`config.mk`:
```
export PLATFORM = sky130hd
export DESIGN_NAME = rle_sprite_pixel_fetch
export DESIGN_NICKNAME = d
export VERILOG_FILES = /design/src/hw/rtl/rsf_pkg.sv /design/src/hw/rtl/rsf_core.sv /design/src/hw/rtl/rle_sprite_pixel_fetch.sv
export SDC_FILE = /design/constraint.sdc
export NUM_CORES = 1
export LEC_CHECK = 0
export BUFFER_PORTS_ARGS = -buffer_cell sky130_fd_sc_hd__buf_2
export CAP_MARGIN = 20
export CORE_MARGIN = 5
export CORE_UTILIZATION = 25
export CTS_BUF_LIST = sky130_fd_sc_hd__clkbuf_16
export CTS_CLUSTER_DIAMETER = 120
export DETAILED_ROUTE_END_ITERATION = 7
export SLEW_MARGIN = 20
export SYNTH_ARGS = -nofsm -noshare
export SYNTH_HDL_FRONTEND = slang
export SYNTH_HIERARCHICAL = 1
export SYNTH_SLANG_ARGS = --single-unit
export TNS_END_PERCENT = 30
```
`constraint.sdc`:
```
create_clock -name i_clk -period 11.01 [get_ports i_clk]
set_input_delay 2.202 -clock i_clk [delete_from_list [all_inputs] [get_ports i_clk]]
set_output_delay 2.202 -clock i_clk [all_outputs]
set_load 0.005 [all_outputs]
```
`src/hw/rtl/rsf_pkg.sv`:
```
// ----------------------------------------------------------------------------
// rsf_pkg
// shared types and codes for the run-length sprite pixel fetch block
// ----------------------------------------------------------------------------
package rsf_pkg;

    // item kinds
    localparam logic MODE_START = 1'b0;
    localparam logic MODE_DATA  = 1'b1;

    // run byte fields
    localparam logic [7:0] RUN_FLAG     = 8'h80;
    localparam logic [7:0] RUN_LEN_MASK = 8'h7F;
    localparam logic [7:0] ROW_END      = 8'h00;

    // result status codes
    localparam logic [2:0] ST_OK        = 3'd0;
    localparam logic [2:0] ST_BAD_INDEX = 3'd1;
    localparam logic [2:0] ST_X_OUTSIDE = 3'd2;
    localparam logic [2:0] ST_Y_OUTSIDE = 3'd3;
    localparam logic [2:0] ST_ROW_ENDED = 3'd4;

    typedef enum logic [1:0] {
        PH_IDLE = 2'd0,
        PH_SKIP = 2'd1,
        PH_SCAN = 2'd2
    } t_phase;

    typedef struct packed {
        logic        mode;
        logic [15:0] subimage_index;
        logic [15:0] sub_width;
        logic [15:0] sub_height;
        logic [15:0] target_x;
        logic [15:0] target_y;
        logic [7:0]  data_byte;
    } t_in_item;

    typedef struct packed {
        logic [7:0] pixel;
        logic [2:0] status;
    } t_out_item;

    // decoder context carried from one item to the next
    typedef struct packed {
        t_phase      phase;
        logic [15:0] row_count;
        logic [15:0] column_count;
        logic [6:0]  literal_left;
        logic [15:0] want_x;
        logic [15:0] want_y;
    } t_ctx;

endpackage

```
`src/hw/rtl/rsf_core.sv`:
```
// ----------------------------------------------------------------------------
// rsf_core
// one-item step of the run-length decoder: next context and optional result
// ----------------------------------------------------------------------------
module rsf_core (
    input  rsf_pkg::t_ctx      i_ctx,
    input  rsf_pkg::t_in_item  i_item,
    input  logic [15:0]        i_subimage_count,
    output rsf_pkg::t_ctx      o_ctx,
    output logic               o_res_valid,
    output rsf_pkg::t_out_item o_res
);
    import rsf_pkg::*;

    logic [7:0]  b;
    logic [6:0]  run;
    logic        is_transparent;
    logic [16:0] run_end;
    logic [15:0] row_inc;

    assign b              = i_item.data_byte;
    assign run            = 7'(b & RUN_LEN_MASK);
    assign is_transparent = (b & RUN_FLAG) != 8'h00;
    assign run_end        = {1'b0, i_ctx.column_count} + {10'd0, run};
    assign row_inc        = i_ctx.row_count + 16'd1;

    always_comb begin
        o_ctx       = i_ctx;
        o_res_valid = 1'b0;
        o_res       = '{pixel: 8'h00, status: ST_OK};

        if (i_item.mode == MODE_START) begin
            if (!(i_item.subimage_index < i_subimage_count)) begin
                o_res_valid = 1'b1;
                o_res.status = ST_BAD_INDEX;
                o_ctx.phase = PH_IDLE;
            end else if (!(i_item.target_x < i_item.sub_width)) begin
                o_res_valid = 1'b1;
                o_res.status = ST_X_OUTSIDE;
                o_ctx.phase = PH_IDLE;
            end else if (!(i_item.target_y < i_item.sub_height)) begin
                o_res_valid = 1'b1;
                o_res.status = ST_Y_OUTSIDE;
                o_ctx.phase = PH_IDLE;
            end else begin
                o_ctx.want_x       = i_item.target_x;
                o_ctx.want_y       = i_item.target_y;
                o_ctx.row_count    = 16'd0;
                o_ctx.column_count = 16'd0;
                o_ctx.literal_left = 7'd0;
                o_ctx.phase        = (i_item.target_y == 16'd0) ? PH_SCAN : PH_SKIP;
            end
        end else begin
            case (i_ctx.phase)
                PH_SKIP: begin
                    if (i_ctx.literal_left != 7'd0) begin
                        o_ctx.literal_left = i_ctx.literal_left - 7'd1;
                    end else if (b == ROW_END) begin
                        o_ctx.row_count = row_inc;
                        if (row_inc == i_ctx.want_y) begin
                            o_ctx.phase        = PH_SCAN;
                            o_ctx.column_count = 16'd0;
                        end
                    end else if (!is_transparent) begin
                        o_ctx.literal_left = run;
                    end
                end
                PH_SCAN: begin
                    if (i_ctx.literal_left != 7'd0) begin
                        if (i_ctx.column_count == i_ctx.want_x) begin
                            o_res_valid = 1'b1;
                            o_res.pixel = b;
                            o_ctx.phase = PH_IDLE;
                        end else begin
                            o_ctx.column_count = i_ctx.column_count + 16'd1;
                            o_ctx.literal_left = i_ctx.literal_left - 7'd1;
                        end
                    end else if (b == ROW_END) begin
                        o_res_valid  = 1'b1;
                        o_res.status = ST_ROW_ENDED;
                        o_ctx.phase  = PH_IDLE;
                    end else if (is_transparent) begin
                        if (run_end > {1'b0, i_ctx.want_x}) begin
                            o_res_valid = 1'b1;
                            o_ctx.phase = PH_IDLE;
                        end else begin
                            o_ctx.column_count = run_end[15:0];
                        end
                    end else begin
                        o_ctx.literal_left = run;
                    end
                end
                default: begin
                    // idle or unused phase code: bytes are dropped
                end
            endcase
        end
    end

endmodule

```
`src/hw/rtl/rle_sprite_pixel_fetch.sv`:
```
// ----------------------------------------------------------------------------
// rle_sprite_pixel_fetch
// fetches one palette-index pixel out of a run-length-coded sprite subimage
// ----------------------------------------------------------------------------
// A start beat (mode 0) carries the query: subimage index, subimage size and
// the wanted x/y. It is checked against the subimage_count register and the
// size, in that order (index, x, y); a failed check returns an error beat
// right away and leaves the block idle. A good start returns nothing and arms
// the decoder. Data beats (mode 1) then deliver the compressed bytes of the
// subimage one per beat: bit 7 set is a transparent run of length [6:0], a
// nonzero byte with bit 7 clear is a literal run followed by that many pixel
// bytes, and 0 ends a row. Rows above the target are skipped, and in the
// target row the block returns the pixel at target_x (0 when transparent) or
// status 4 when the row ends first. Data beats after a result or while idle
// are dropped; a new start always restarts the lookup. Throughput is one beat
// per clock while the result channel does not stall: each beat is registered,
// stepped through a single level of compare/increment logic against the
// decoder context, and any result lands in the output register; a result
// passes the input register, then the output register, before o_out_valid.
// The context update (counters plus one 17-bit add and compare) is what sets
// the clock rate. subimage_count is written through i_cfg_we/i_cfg_data and
// must only change while no lookup is open.
// ----------------------------------------------------------------------------
module rle_sprite_pixel_fetch (
    input  logic               i_clk,
    input  logic               i_rst_n,
    // input channel
    input  logic               i_in_valid,
    output logic               o_in_stall,
    input  rsf_pkg::t_in_item  i_in,
    // result channel
    output logic               o_out_valid,
    input  logic               i_out_stall,
    output rsf_pkg::t_out_item o_out,
    // configuration
    input  logic               i_cfg_we,
    input  logic [15:0]        i_cfg_data
);
    import rsf_pkg::*;

    // input register stage
    logic      r_in_valid;
    t_in_item  r_in;

    // decoder context and config
    t_ctx        r_ctx;
    t_ctx        n_ctx;
    logic [15:0] r_sub_count;

    // result register stage
    logic      r_out_valid;
    t_out_item r_out;

    logic      res_valid;
    t_out_item res;
    logic      step;

    // the registered beat steps when the result slot is free or draining
    assign step       = r_in_valid && (!r_out_valid || !i_out_stall);
    assign o_in_stall = r_in_valid && !step;

    rsf_core u_core (
        .i_ctx            (r_ctx),
        .i_item           (r_in),
        .i_subimage_count (r_sub_count),
        .o_ctx            (n_ctx),
        .o_res_valid      (res_valid),
        .o_res            (res)
    );

    // config register
    always_ff @(posedge i_clk) begin
        if (!i_rst_n) begin
            r_sub_count <= 16'd0;
        end else if (i_cfg_we) begin
            r_sub_count <= i_cfg_data;
        end
    end

    // input stage: load whenever not stalled
    always_ff @(posedge i_clk) begin
        if (!i_rst_n) begin
            r_in_valid <= 1'b0;
        end else if (!o_in_stall) begin
            r_in_valid <= i_in_valid;
        end
    end

    always_ff @(posedge i_clk) begin
        if (!o_in_stall && i_in_valid) begin
            r_in <= i_in;
        end
    end

    // decoder context advances once per stepped beat
    always_ff @(posedge i_clk) begin
        if (!i_rst_n) begin
            r_ctx <= '{phase: PH_IDLE, row_count: 16'd0, column_count: 16'd0,
                       literal_left: 7'd0, want_x: 16'd0, want_y: 16'd0};
        end else if (step) begin
            r_ctx <= n_ctx;
        end
    end

    // result stage
    always_ff @(posedge i_clk) begin
        if (!i_rst_n) begin
            r_out_valid <= 1'b0;
        end else if (step && res_valid) begin
            r_out_valid <= 1'b1;
        end else if (!i_out_stall) begin
            r_out_valid <= 1'b0;
        end
    end

    always_ff @(posedge i_clk) begin
        if (step && res_valid) begin
            r_out <= res;
        end
    end

    assign o_out_valid = r_out_valid;
    assign o_out       = r_out;

endmodule

```
---- Word-level counts from Yosys, hierarchy flattened ----
Index checks and enable logic that the tools add are counted.
storage, ports and cells
  RAM bits ................................ 0
  word-level logic and storage cells ...... 115
  bits in read-only memories .............. 0
  input bits .............................. 110
  memories ................................ 0
  bits in registers ....................... 191
  bits in latches ......................... 0
cells by class
  divide/modulo/power cells ............... 0
  bitwise operators ....................... 1
  multiplexer cells ....................... 47
  reductions and logical operators ........ 21
  eq/ne operators ......................... 20
  add/subtract/negate cells ............... 4
  $mul .................................... 0
  shifts and indexed selects .............. 0
  order comparisons ....................... 4
operator list
  operator                 count
  $mux W71                 3
  $mux W23                 3
  $mux W34                 2
  $mux W16                 4
  $lt A16 B16 Y1           3
  $pmux W23 S2             1
  $mux W41                 1
  $add A16 B1 Y16 const B  2
  $eq A16 B16 Y1           2
  $mux W2                  11
  $mux W7                  3
  $mux W3                  6
  $add A16 B7 Y17          1
  $gt A17 B16 Y1           1
  $logic_not A16 Y1        1
  $ne A4 B3 Y1 const B     4
  $reduce_and A8 Y1        2
  $mux W1                  12
  $reduce_and A12 Y1       1
  $logic_not A8 Y1         1
  $ne A4 B4 Y1 const B     2
  $reduce_and A7 Y1        1
  $reduce_bool A7 Y1       1
  $sub A7 B1 Y7 const B    1
  17 further kinds         28

---- Logic depth before layout (Yosys ltp) ----
Gate-level depths: netlist of run 1.
  depth after elaboration ................. 10
  depth in mapped cells ................... 19
  mapped depth without buffers ............ 18

---- Hierarchy ----
Netlist of run 1, hierarchy kept.
modules (own cells, without submodules)
  module                  cells an instance  times used  sequential area each (um2)  area each (um2)
  rle_sprite_pixel_fetch  478                1           4824.6                      6682.7
  rsf_core                764                1           0.0                         5099.9

---- Worst setup path before layout of run 1 ----
No wires, ideal clock.
  path type ............................... input -> register
  from .................................... input i_out_stall
  to ...................................... register r_in[0] (netlist bit) (enable)
  path slack .............................. 4.069 ns
  library setup time ...................... 0.548 ns
  data required time ...................... 10.462 ns
  stages .................................. 2
  arrival time ............................ 6.393 ns
  cell sequence ........................... and3_2 -> nor2b_1
between the ends
  cells in the longest elaborated chain, start to end .. 7
ends and longest elaborated chain
  item                    line                          text
  start: declaration      rle_sprite_pixel_fetch.sv:33  input logic i_out_stall,
  $logic_not A1 Y1        --
  $logic_or A1 B1 Y1      rle_sprite_pixel_fetch.sv:59  assign step = r_in_valid && (!r_out_valid || !i_out_stall);
  $logic_and A1 B1 Y1     rle_sprite_pixel_fetch.sv:59
  $logic_not A1 Y1        rle_sprite_pixel_fetch.sv:60  assign o_in_stall = r_in_valid && !step;
  $logic_and A1 B1 Y1     rle_sprite_pixel_fetch.sv:60
  $logic_not A1 Y1        rle_sprite_pixel_fetch.sv:90  if (!o_in_stall && i_in_valid) begin
  $logic_and A1 B1 Y1     rle_sprite_pixel_fetch.sv:90
  end signal: assignment  rle_sprite_pixel_fetch.sv:91  r_in <= i_in;
  end: declaration        rle_sprite_pixel_fetch.sv:43  t_in_item r_in;
No other way between the ends.
A chain may end at the register's enable or synchronous reset.

---- Final worst setup path of run 1 ----
  from .................................... input i_out_stall
  to ...................................... output o_in_stall
between the ends
  cells in the longest elaborated chain, start to end .. 5
ends and longest elaborated chain
  item                 line                          text
  $logic_not A1 Y1     --
  $logic_or A1 B1 Y1   rle_sprite_pixel_fetch.sv:59
  $logic_and A1 B1 Y1  rle_sprite_pixel_fetch.sv:59
  $logic_not A1 Y1     rle_sprite_pixel_fetch.sv:60
  $logic_and A1 B1 Y1  rle_sprite_pixel_fetch.sv:60
  end: declaration     rle_sprite_pixel_fetch.sv:29  output logic o_in_stall,
No other way between the ends.

==> reports/metrics.cfg, run 1 <==
[routing]
viasPerCell=4.71
ant_nets=0
wl_met3_mm=1.10
wl_met2_mm=15.0
drt_first_pass_iters=5
wl_met1_mm=13.5
highest_layer=met4
wl_per_cell_um=15.5
finalWirelength_mm=30.1
drc=0
vias=9165
drt-initial-drc-count=588

[worst_setup_path]
cp-start-kind=primary input
crit_start=i_out_stall
critical_path_required_ns=8.81
r2r-start=r_ctx[39]
timing_worst_setup_path_type=primary input to output port
rr_endpoint=o_out[3]
crit_top_cell=buf_2
cp-endpoint=o_in_stall
path_cells=buf_2, and3_2, buf_2
ff2ff_path_depth=18
r2r_setup_slack_ns=6.19
crit_path_end_kind=output port
worst_path_max_delay_cell=and3_2
cp_max_fo=4
cp_slowest_stage_delay_ns=0.25
cp.arrival_ns=2.75

[pwr]
internal_power_mw=1.17
power.total_mw=1.59
pwr_density_cell_nw_per_um2=119
p_clk_share_pct=39.3
switching_share_pct=26.5
p_comb_share_pct=10.7
leakage_nw=5.06
ir_worst_vdd_mv=0.116
seqPwrFrac_pct=50.0
p_switching_uw=421

[placed_design]
dp_slack_ns=5.84
placed_cells=1914
dp_hpwl_mm=22.3
gp_congestion=0.864
io_buffers=122
postPlaceCellArea_um2=12800

[sta]
setup_tns_ns=0
worst_pin_slew_ns=1.01
maxSlewHeadroom_pct=32.4
skew_ns=0.0167
final-hold-violation-count=0
rsz0062_at_grt=false
timing.fmax_mhz=202
setup_ws_ns=6.06
finalMaxSlewViolations=0
finalSetupViolations=0
fin_crit_sh_pct=45.0
final.min_clock_period_ns=4.95
hold_ws_ns=0.489

[final_layout]
final_cell_area_um2=13400
final_cell_mix=225 x nand2_1, 121 x buf_2, 100 x edfxtp_1
synthToLayoutAreaGrowth_pct=13.6
utilization_pct=28.8
final_common_cell=nand2_1
antenna_cells=0
nets=1510
fillers=4860
instances_no_fill=1946
drive_above_1_share_pct=15.3

[floorplanning]
die_y_um=227
rows=79
die_w_um=227
start_util_pct=25.3
num_io_pins=123
core_area_um2=46600
dieArea_um2=51600

[synth]
syn_avg_cell_area_um2=9.49
yosys_warnings=6
syn_area_um2=11800
async_flop_share_pct=0
synth_ff_type=edfxtp_1
ys_types=73
syn_inst=1242
ys_ff_latch=191
synth-edff-count=100
yosysSeqAreaShare_pct=40.9
syn_nets=1426

[clock_network]
root_buffer=clkbuf_16
path_clk_slew_ns=0.07
htree_levels=4
numCtsBuffers=17
post_cts_buffers=0
clock_tree.buffer_depth=2
postCtsHoldBufs=0
ctsResizeCount=0
cts.sink_count=191
clkLatencyLatePin_ns=0.46
cts_tree=done

[run]
cap_violations=0

[outcome]
outcome=completed

[grt]
antenna_found_initial=0
grt_util_all_layers_pct=11.6
grt_max_degree=95
grt_overflow_total=0
grt_pass1_vias=8967
grt_pass1_wl_mm=47.6

[min_path]
min_path_type=flop to flop

==> cell families after synthesis <==
| family | after synthesis | synth area share, % |
|---|---|---|
| simple gates | 432 | 17.5 |
| compound gates | 216 | 13.0 |
| flops | 191 | 40.9 |
| buf+inv | 157 | 6.53 |
| mux | 108 | 9.34 |
| fa+ha+maj | 74 | 7.92 |
| xor+xnor | 64 | 4.76 |
==> sequential cells by signal, summed over array words and instances (netlist names) <==
register,flops
o_out_valid,1
r_in,89
r_sub_count,16
r_ctx,73
o_out,11
r_in_valid,1
==> how the worst min path moves through the flow <==
stage | startpoint | endpoint | slack [ns] | cells after the start
after global routing | r_ctx[53] | r_ctx[53] | 0.51 | 2
final | r_ctx[71] | r_ctx[71] | 0.49 | 2
after CTS | r_ctx[53] | r_ctx[53] | 0.49 | 2
after detailed placement | r_ctx[53] | r_ctx[53] | 0.48 | 2
after floorplan | r_ctx[62] | r_ctx[62] | 0.43 | 2
after global placement | r_ctx[71] | r_ctx[71] | 0.47 | 2
==> power by group through the flow <==
stage          Clock [mW]  Sequential [mW]  Combinational, mW
2_1_floorplan           0            0.805              0.120
3_3_place_gp            0            0.810              0.167
3_5_place_dp            0            0.811              0.171
4_1_cts             0.642            0.795              0.172
5_1_grt             0.670            0.797              0.191
6_report            0.623            0.794              0.170
==> per-layer routing <==
layer | vias up | track usage [%]
met5 | - | 0
met4 | 0 | 3.32
met3 | 31 | 2.09
met2 | 183 | 19.8
met1 | 4355 | 15.0
li1 | 4596 | -
==> critical path: cells and delay by family <==
family / cells / cell delay [ns]
buffers and inverters: 2 / 0.29
and+or+nand+nor: 1 / 0.25
==> synthesized netlist by cell type, drive strengths merged (15+ instances only) <==
master / instances / area (um^2)
nand2: 225 / 845
edfxtp: 100 / 3000
mux2i: 92 / 921
dfxtp: 91 / 1820
inv: 90 / 338
ha: 73 / 913
o21ai: 57 / 297
nor2: 48 / 180
a21oi: 34 / 170
clkbuf: 34 / 128
xnor2: 34 / 298
buf: 31 / 297
xor2: 30 / 263
nand3: 26 / 130
nor3: 22 / 133
o211ai: 19 / 178
nor2b: 18 / 113
nor4: 18 / 119
mux2: 16 / 180
nand4: 15 / 93.8
o21a: 15 / 113
==> area by class of cell <==
class	instances	area (um^2)	share of cell area (%)
Multi-Input combinational cell	894	6210	46.4
Sequential cell	191	4820	36.0
Tap cell	607	759	5.67
Inverter	92	345	2.58
Timing Repair Buffer	130	673	5.03
Clock buffer	17	425	3.18
Clock inverter	15	150	1.12
(Power assumes the default switching activity.)
==> run 2: changes to the inputs <==
==> constraint.sdc (replaced) <==
create_clock -name i_clk -period 4.5 [get_ports i_clk]
set_input_delay 0.9 -clock i_clk [delete_from_list [all_inputs] [get_ports i_clk]]
set_output_delay 0.9 -clock i_clk [all_outputs]
set_load 0.005 [all_outputs]
==> run 2 against run 1 <==
Register-to-register slack lost 5.9 ns. Routed wire length up 1.2%. Worst setup slack got worse by 5.7 ns. Non-clock buffer count rose by 12. Critical path type is now flop to flop. Largest cell class unchanged. Largest power group unchanged.
==> reports/metrics.cfg, run 2 (synthesis gave the netlist of run 1 again) <==
[outcome]
outcome=completed

[placed_design]
io_buffers=122
gp_congestion=0.859
dp_hpwl_mm=22.6
postPlaceCellArea_um2=12900

[sta]
setup_tns_ns=0
skew_ns=0.0175
worst_pin_slew_ns=0.890
finalSetupViolations=0
timing.fmax_mhz=240
maxSlewHeadroom_pct=40.7
final-hold-violation-count=0
final.min_clock_period_ns=4.17
fin_crit_sh_pct=92.7
finalMaxSlewViolations=0
rsz0062_at_grt=false

[floorplanning]
die_y_um=227
core_area_um2=46600
start_util_pct=25.3
num_io_pins=123
die_w_um=227
rows=79
dieArea_um2=51600

[clock_network]
root_buffer=clkbuf_16
postCtsHoldBufs=0
htree_levels=4
clkLatencyLatePin_ns=0.46
cts_tree=done
cts.sink_count=191
path_clk_slew_ns=0.07
clock_tree.buffer_depth=2
numCtsBuffers=17

[pwr]
switching_share_pct=26.4
internal_power_mw=2.85
pwr_density_cell_nw_per_um2=286
p_comb_share_pct=11.0
leakage_nw=5.13
p_switching_mw=1.02
p_clk_share_pct=38.8
ir_worst_vdd_mv=0.284
seqPwrFrac_pct=50.2

[final_layout]
antenna_cells=0
largest_register_ffs=89
regMostFlops=r_in
synthToLayoutAreaGrowth_pct=14.6
final_cell_mix=225 x nand2_1, 121 x buf_2, 100 x edfxtp_1
final_common_cell=nand2_1
fillers=4849
final_cell_area_um2=13500
drive_above_1_share_pct=16.1
nets=1522
reg.largest.list=r_in (89), r_ctx (73), r_sub_count (16)

[worst_setup_path]
cp_slowest_stage_delay_ns=0.42
path_cells=ha_1, inv_1, fa_1, nor2b_2, o31a_1, o221ai_4, nor3_1, xnor2_1, ha_1, nand4_1, nor3_2, a22oi_1, a21oi_2, buf_4, o31ai_1, buf_4, a311o_1, o211ai_2, nand2_1, mux2i_1
crit_family=compound AO/OA/AOI/OAI gates
timing_worst_setup_path_type=flop to flop
cp_num_buf_inv=3
cp.arrival_ns=4.55
critical_path_required_ns=4.88
crit_path_end_kind=flop
cp_max_fo=13
crit_start=r_in[0]
r2r_setup_slack_ns=0.33
ff2ff_path_depth=20
rr_endpoint=r_ctx[48]
cp-start-kind=flop
worst_path_max_delay_cell=edfxtp_1
r2r-start=r_in[0]

[min_path]
min_path_type=flop to flop
worst_hold_startpoint=r_ctx[28]
min_delay_worst_endpoint=r_ctx[28]
worstHoldPathCells=2

[grt]
grt_max_degree=95
use_met3_pct=1.95
use_met2_pct=19.9
grt_overflow_total=0
grt_util_all_layers_pct=11.6
met1_usage_pct=14.9
top_usage_layer=met2
grt_pass1_vias=8877
grt_pass1_wl_mm=47.5
antenna_found_initial=0

[routing]
drt_first_pass_iters=5
ant_nets=0
wl_per_cell_um=15.6
finalWirelength_mm=30.5
drc=0
viasPerCell=4.72
drt-initial-drc-count=515
vias=9241

[run]
cap_violations=0

## run 2: area by class of cell
| cell class | count | area, um^2 | area share (%) |
|---|---|---|---|
| inverters | 92 | 345 | 2.56 |
| repair buffers | 142 | 788 | 5.84 |
| clock inverters | 15 | 136 | 1.01 |
| well taps | 607 | 759 | 5.62 |
| flip-flops and latches | 191 | 4820 | 35.7 |
| clock buffers | 17 | 425 | 3.15 |
| multi-input cells | 894 | 6230 | 46.1 |
## run 2: stage by stage
stage	worst slack [ns]	power (mW)	hold WS (ns)	util, %	cells
CTS	0.195	3.93	0.491	28.9	1957
global placement	0.392	2.40	0.465	27.7	1925
global route	0.0164	4.05	0.512	29.0	1958
finish	0.331	3.87	0.488	29.0	1958
floorplan	0.418	2.26	0.431	-	1242
detailed placement	0.222	2.41	0.479	27.7	1925
## run 2: power by group through the flow
stage	combinational, mW	clock [mW]	sequential [mW]
global route	0.473	1.63	1.95
CTS	0.429	1.56	1.94
finish	0.425	1.50	1.94
detailed placement	0.426	0	1.98
floorplan	0.295	0	1.97
global placement	0.418	0	1.98
## run 2: repair_timing
action / CTS / global route
resized for setup: 0 / 4
endpoints found under the setup margin: 0 / 18
buffers inserted: 0 / 0
## run 2: how the worst max path moves through the flow
| stage | to | slack [ns] | depth (start not counted) |
|---|---|---|---|
| 3_5_place_dp | r_ctx[48] | 0.22 | 20 |
| 5_1_grt | r_ctx[48] | 0.02 | 20 |
| 4_1_cts | r_ctx[48] | 0.20 | 18 |
| 2_1_floorplan | o_out[0] | 0.42 | 17 |
| 6_report | r_ctx[48] | 0.33 | 20 |
| 3_3_place_gp | r_ctx[48] | 0.39 | 20 |
## run 2: routing by layer
layer	vias up	wire length (um)
li1	4608	-
met1	4407	13600
met2	189	15100
met3	37	1020
met4	0	691
met5	-	0
## run 2: worst register-to-register path, stage by stage (launching register included)
cell	delay (ns)
edfxtp_1	0.42
ha_1	0.20
inv_1	0.05
fa_1	0.41
nor2b_2	0.16
o31a_1	0.23
o221ai_4	0.19
nor3_1	0.24
xnor2_1	0.11
ha_1	0.29
nand4_1	0.14
nor3_2	0.21
a22oi_1	0.11
a21oi_2	0.21
buf_4	0.21
o31ai_1	0.09
buf_4	0.19
a311o_1	0.37
o211ai_2	0.07
nand2_1	0.06
mux2i_1	0.15
==> run 3: changes to the inputs <==
--- a/config.mk
+++ b/config.mk
@@ -9,7 +9,7 @@
 export CAP_MARGIN = 20
 export CORE_MARGIN = 5
 export CORE_UTILIZATION = 25
-export CTS_BUF_LIST = sky130_fd_sc_hd__clkbuf_16
+export CTS_BUF_LIST = sky130_fd_sc_hd__clkbuf_8
 export CTS_CLUSTER_DIAMETER = 120
 export DETAILED_ROUTE_END_ITERATION = 7
 export SLEW_MARGIN = 20
==> run 3 against run 2 <==
Critical path depth fell by 1. Maximum frequency fell by 0.11%. Via count rose by 0.61%. Critical path type unchanged. Critical endpoint is now r_ctx[51]. Largest cell class unchanged. Highest routed layer unchanged.
==> reports/metrics.cfg, run 3 (synthesis gave the netlist of run 1 again) <==
[sta]
finalMaxSlewViolations=0
timing.fmax_mhz=240
fin_crit_sh_pct=92.8
worst_pin_slew_ns=0.893
setup_tns_ns=0
skew_ns=0.0255
finalSetupViolations=0
maxSlewHeadroom_pct=40.5
final.min_clock_period_ns=4.17
final-hold-violation-count=0
rsz0062_at_grt=false

[floorplanning]
die_y_um=227
die_w_um=227
start_util_pct=25.3
dieArea_um2=51600
num_io_pins=123
core_area_um2=46600
rows=79

[clock_network]
htree_levels=4
numCtsBuffers=17
clkLatencyLatePin_ns=0.52
path_clk_slew_ns=0.11
clock_tree.buffer_depth=2
cts_tree=done
postCtsHoldBufs=0
post_cts_buffers=0
ctsResizeCount=0
root_buffer=clkbuf_8
cts.sink_count=191

[worst_setup_path]
crit_top_cell=ha_1
cp_slowest_stage_delay_ns=0.43
crit_path_end_kind=flop
path_cells=ha_1, inv_1, fa_1, nor2b_1, o31a_1, o221ai_4, nor2_1, xor2_1, ha_1, a211oi_1, o21ai_0, a22oi_1, a21oi_2, buf_4, o21a_1, or4_1, o211ai_2, nand2_1, mux2i_1
cp_max_fo=13
critical_path_required_ns=4.94
cp.arrival_ns=4.62
timing_worst_setup_path_type=flop to flop
cp-start-kind=flop
cp_num_buf_inv=2
worst_path_max_delay_cell=or4_1
crit_family=compound AO/OA/AOI/OAI gates

[final_layout]
regMostFlops=r_in
drive_above_1_share_pct=16.1
final_common_cell=nand2_1
synthToLayoutAreaGrowth_pct=13.1
utilization_pct=28.6
reg.largest.list=r_in (89), r_ctx (73), r_sub_count (16)
nets=1522
antenna_cells=0
largest_register_ffs=89
final_cell_mix=225 x nand2_1, 121 x buf_2, 100 x edfxtp_1

[grt]
grt_util_all_layers_pct=11.6
grt_overflow_total=0
grt_pass1_vias=8861
grt_pass1_wl_mm=47.5
grt_max_degree=95
antenna_found_initial=0

[routing]
drc=0
viasPerCell=4.75
drt-initial-drc-count=543
wl_met3_mm=1.06
highest_layer=met4
vias=9297
wl_met1_mm=13.5
wl_met2_mm=15.2
drt_first_pass_iters=5
finalWirelength_mm=30.4
ant_nets=0
wl_per_cell_um=15.5

[run]
cap_violations=0

[placed_design]
dp_hpwl_mm=22.6
gp_congestion=0.859
io_buffers=122

[pwr]
leakage_nw=5.05
ir_worst_vdd_mv=0.191
pwr_density_cell_nw_per_um2=264

[outcome]
outcome=completed

[min_path]
min_path_type=flop to flop

run 3: cell count changes in the layout (fill, tap and decap cells not counted), sizes merged:
cell	delta
clkbuf	+1
clkinv	-1
run 3: path summary, 6_finish.rpt:
check         endpoint  startpoint  cells after the start  slack, ns
min reg2reg  r_ctx[28]   r_ctx[28]                      2       0.50
min          r_ctx[28]   r_ctx[28]                      2       0.50
max reg2reg  r_ctx[51]     r_in[0]                     19       0.33
max          r_ctx[51]     r_in[0]                     19       0.33
run 3: cell type report:
| class | count | area [um^2] |
|---|---|---|
| fill | 4868 | 33200 |
| multi-input combinational | 894 | 6220 |
| sequential | 191 | 4820 |
| timing repair buffer | 142 | 788 |
| tap | 607 | 759 |
| inverter | 92 | 345 |
| clock buffer | 18 | 248 |
| clock inverter | 14 | 133 |
run 3: metal layers:
layer  GRT usage, %  vias to the layer above
met4           4.17                        0
met3           1.97                       34
li1               -                     4611
met5              0                        -
met2           19.9                      184
met1           14.8                     4468
run 3: stage by stage:
| step | setup slack [ns] | hold slack, ns | power, mW | cells | cell area [um^2] |
|---|---|---|---|---|---|
| 6_report | 0.326 | 0.495 | 3.52 | 1958 | 13300 |
| 5_1_grt | 0.00814 | 0.497 | 3.70 | 1958 | 13300 |
| 4_1_cts | 0.208 | 0.496 | 3.58 | 1957 | 13300 |
| 3_5_place_dp | 0.222 | 0.479 | 2.41 | 1925 | 12900 |
| 3_3_place_gp | 0.392 | 0.465 | 2.40 | 1925 | 12900 |
| 2_1_floorplan | 0.418 | 0.431 | 2.26 | 1242 | 11800 |
run 3: worst register-to-register path: stages, from the launching register on:
cell,delay [ns]
edfxtp_1,0.42
ha_1,0.20
inv_1,0.05
fa_1,0.39
nor2b_1,0.18
o31a_1,0.22
o221ai_4,0.19
nor2_1,0.16
xor2_1,0.16
ha_1,0.26
a211oi_1,0.23
o21ai_0,0.14
a22oi_1,0.25
a21oi_2,0.11
buf_4,0.20
o21a_1,0.24
or4_1,0.43
o211ai_2,0.08
nand2_1,0.07
mux2i_1,0.15
run 3: where the power goes:
part | switching (mW) | internal, mW
Clock | 0.686 | 0.463
Sequential | 0.0392 | 1.90
Combinational | 0.252 | 0.174
Total | 0.977 | 2.54
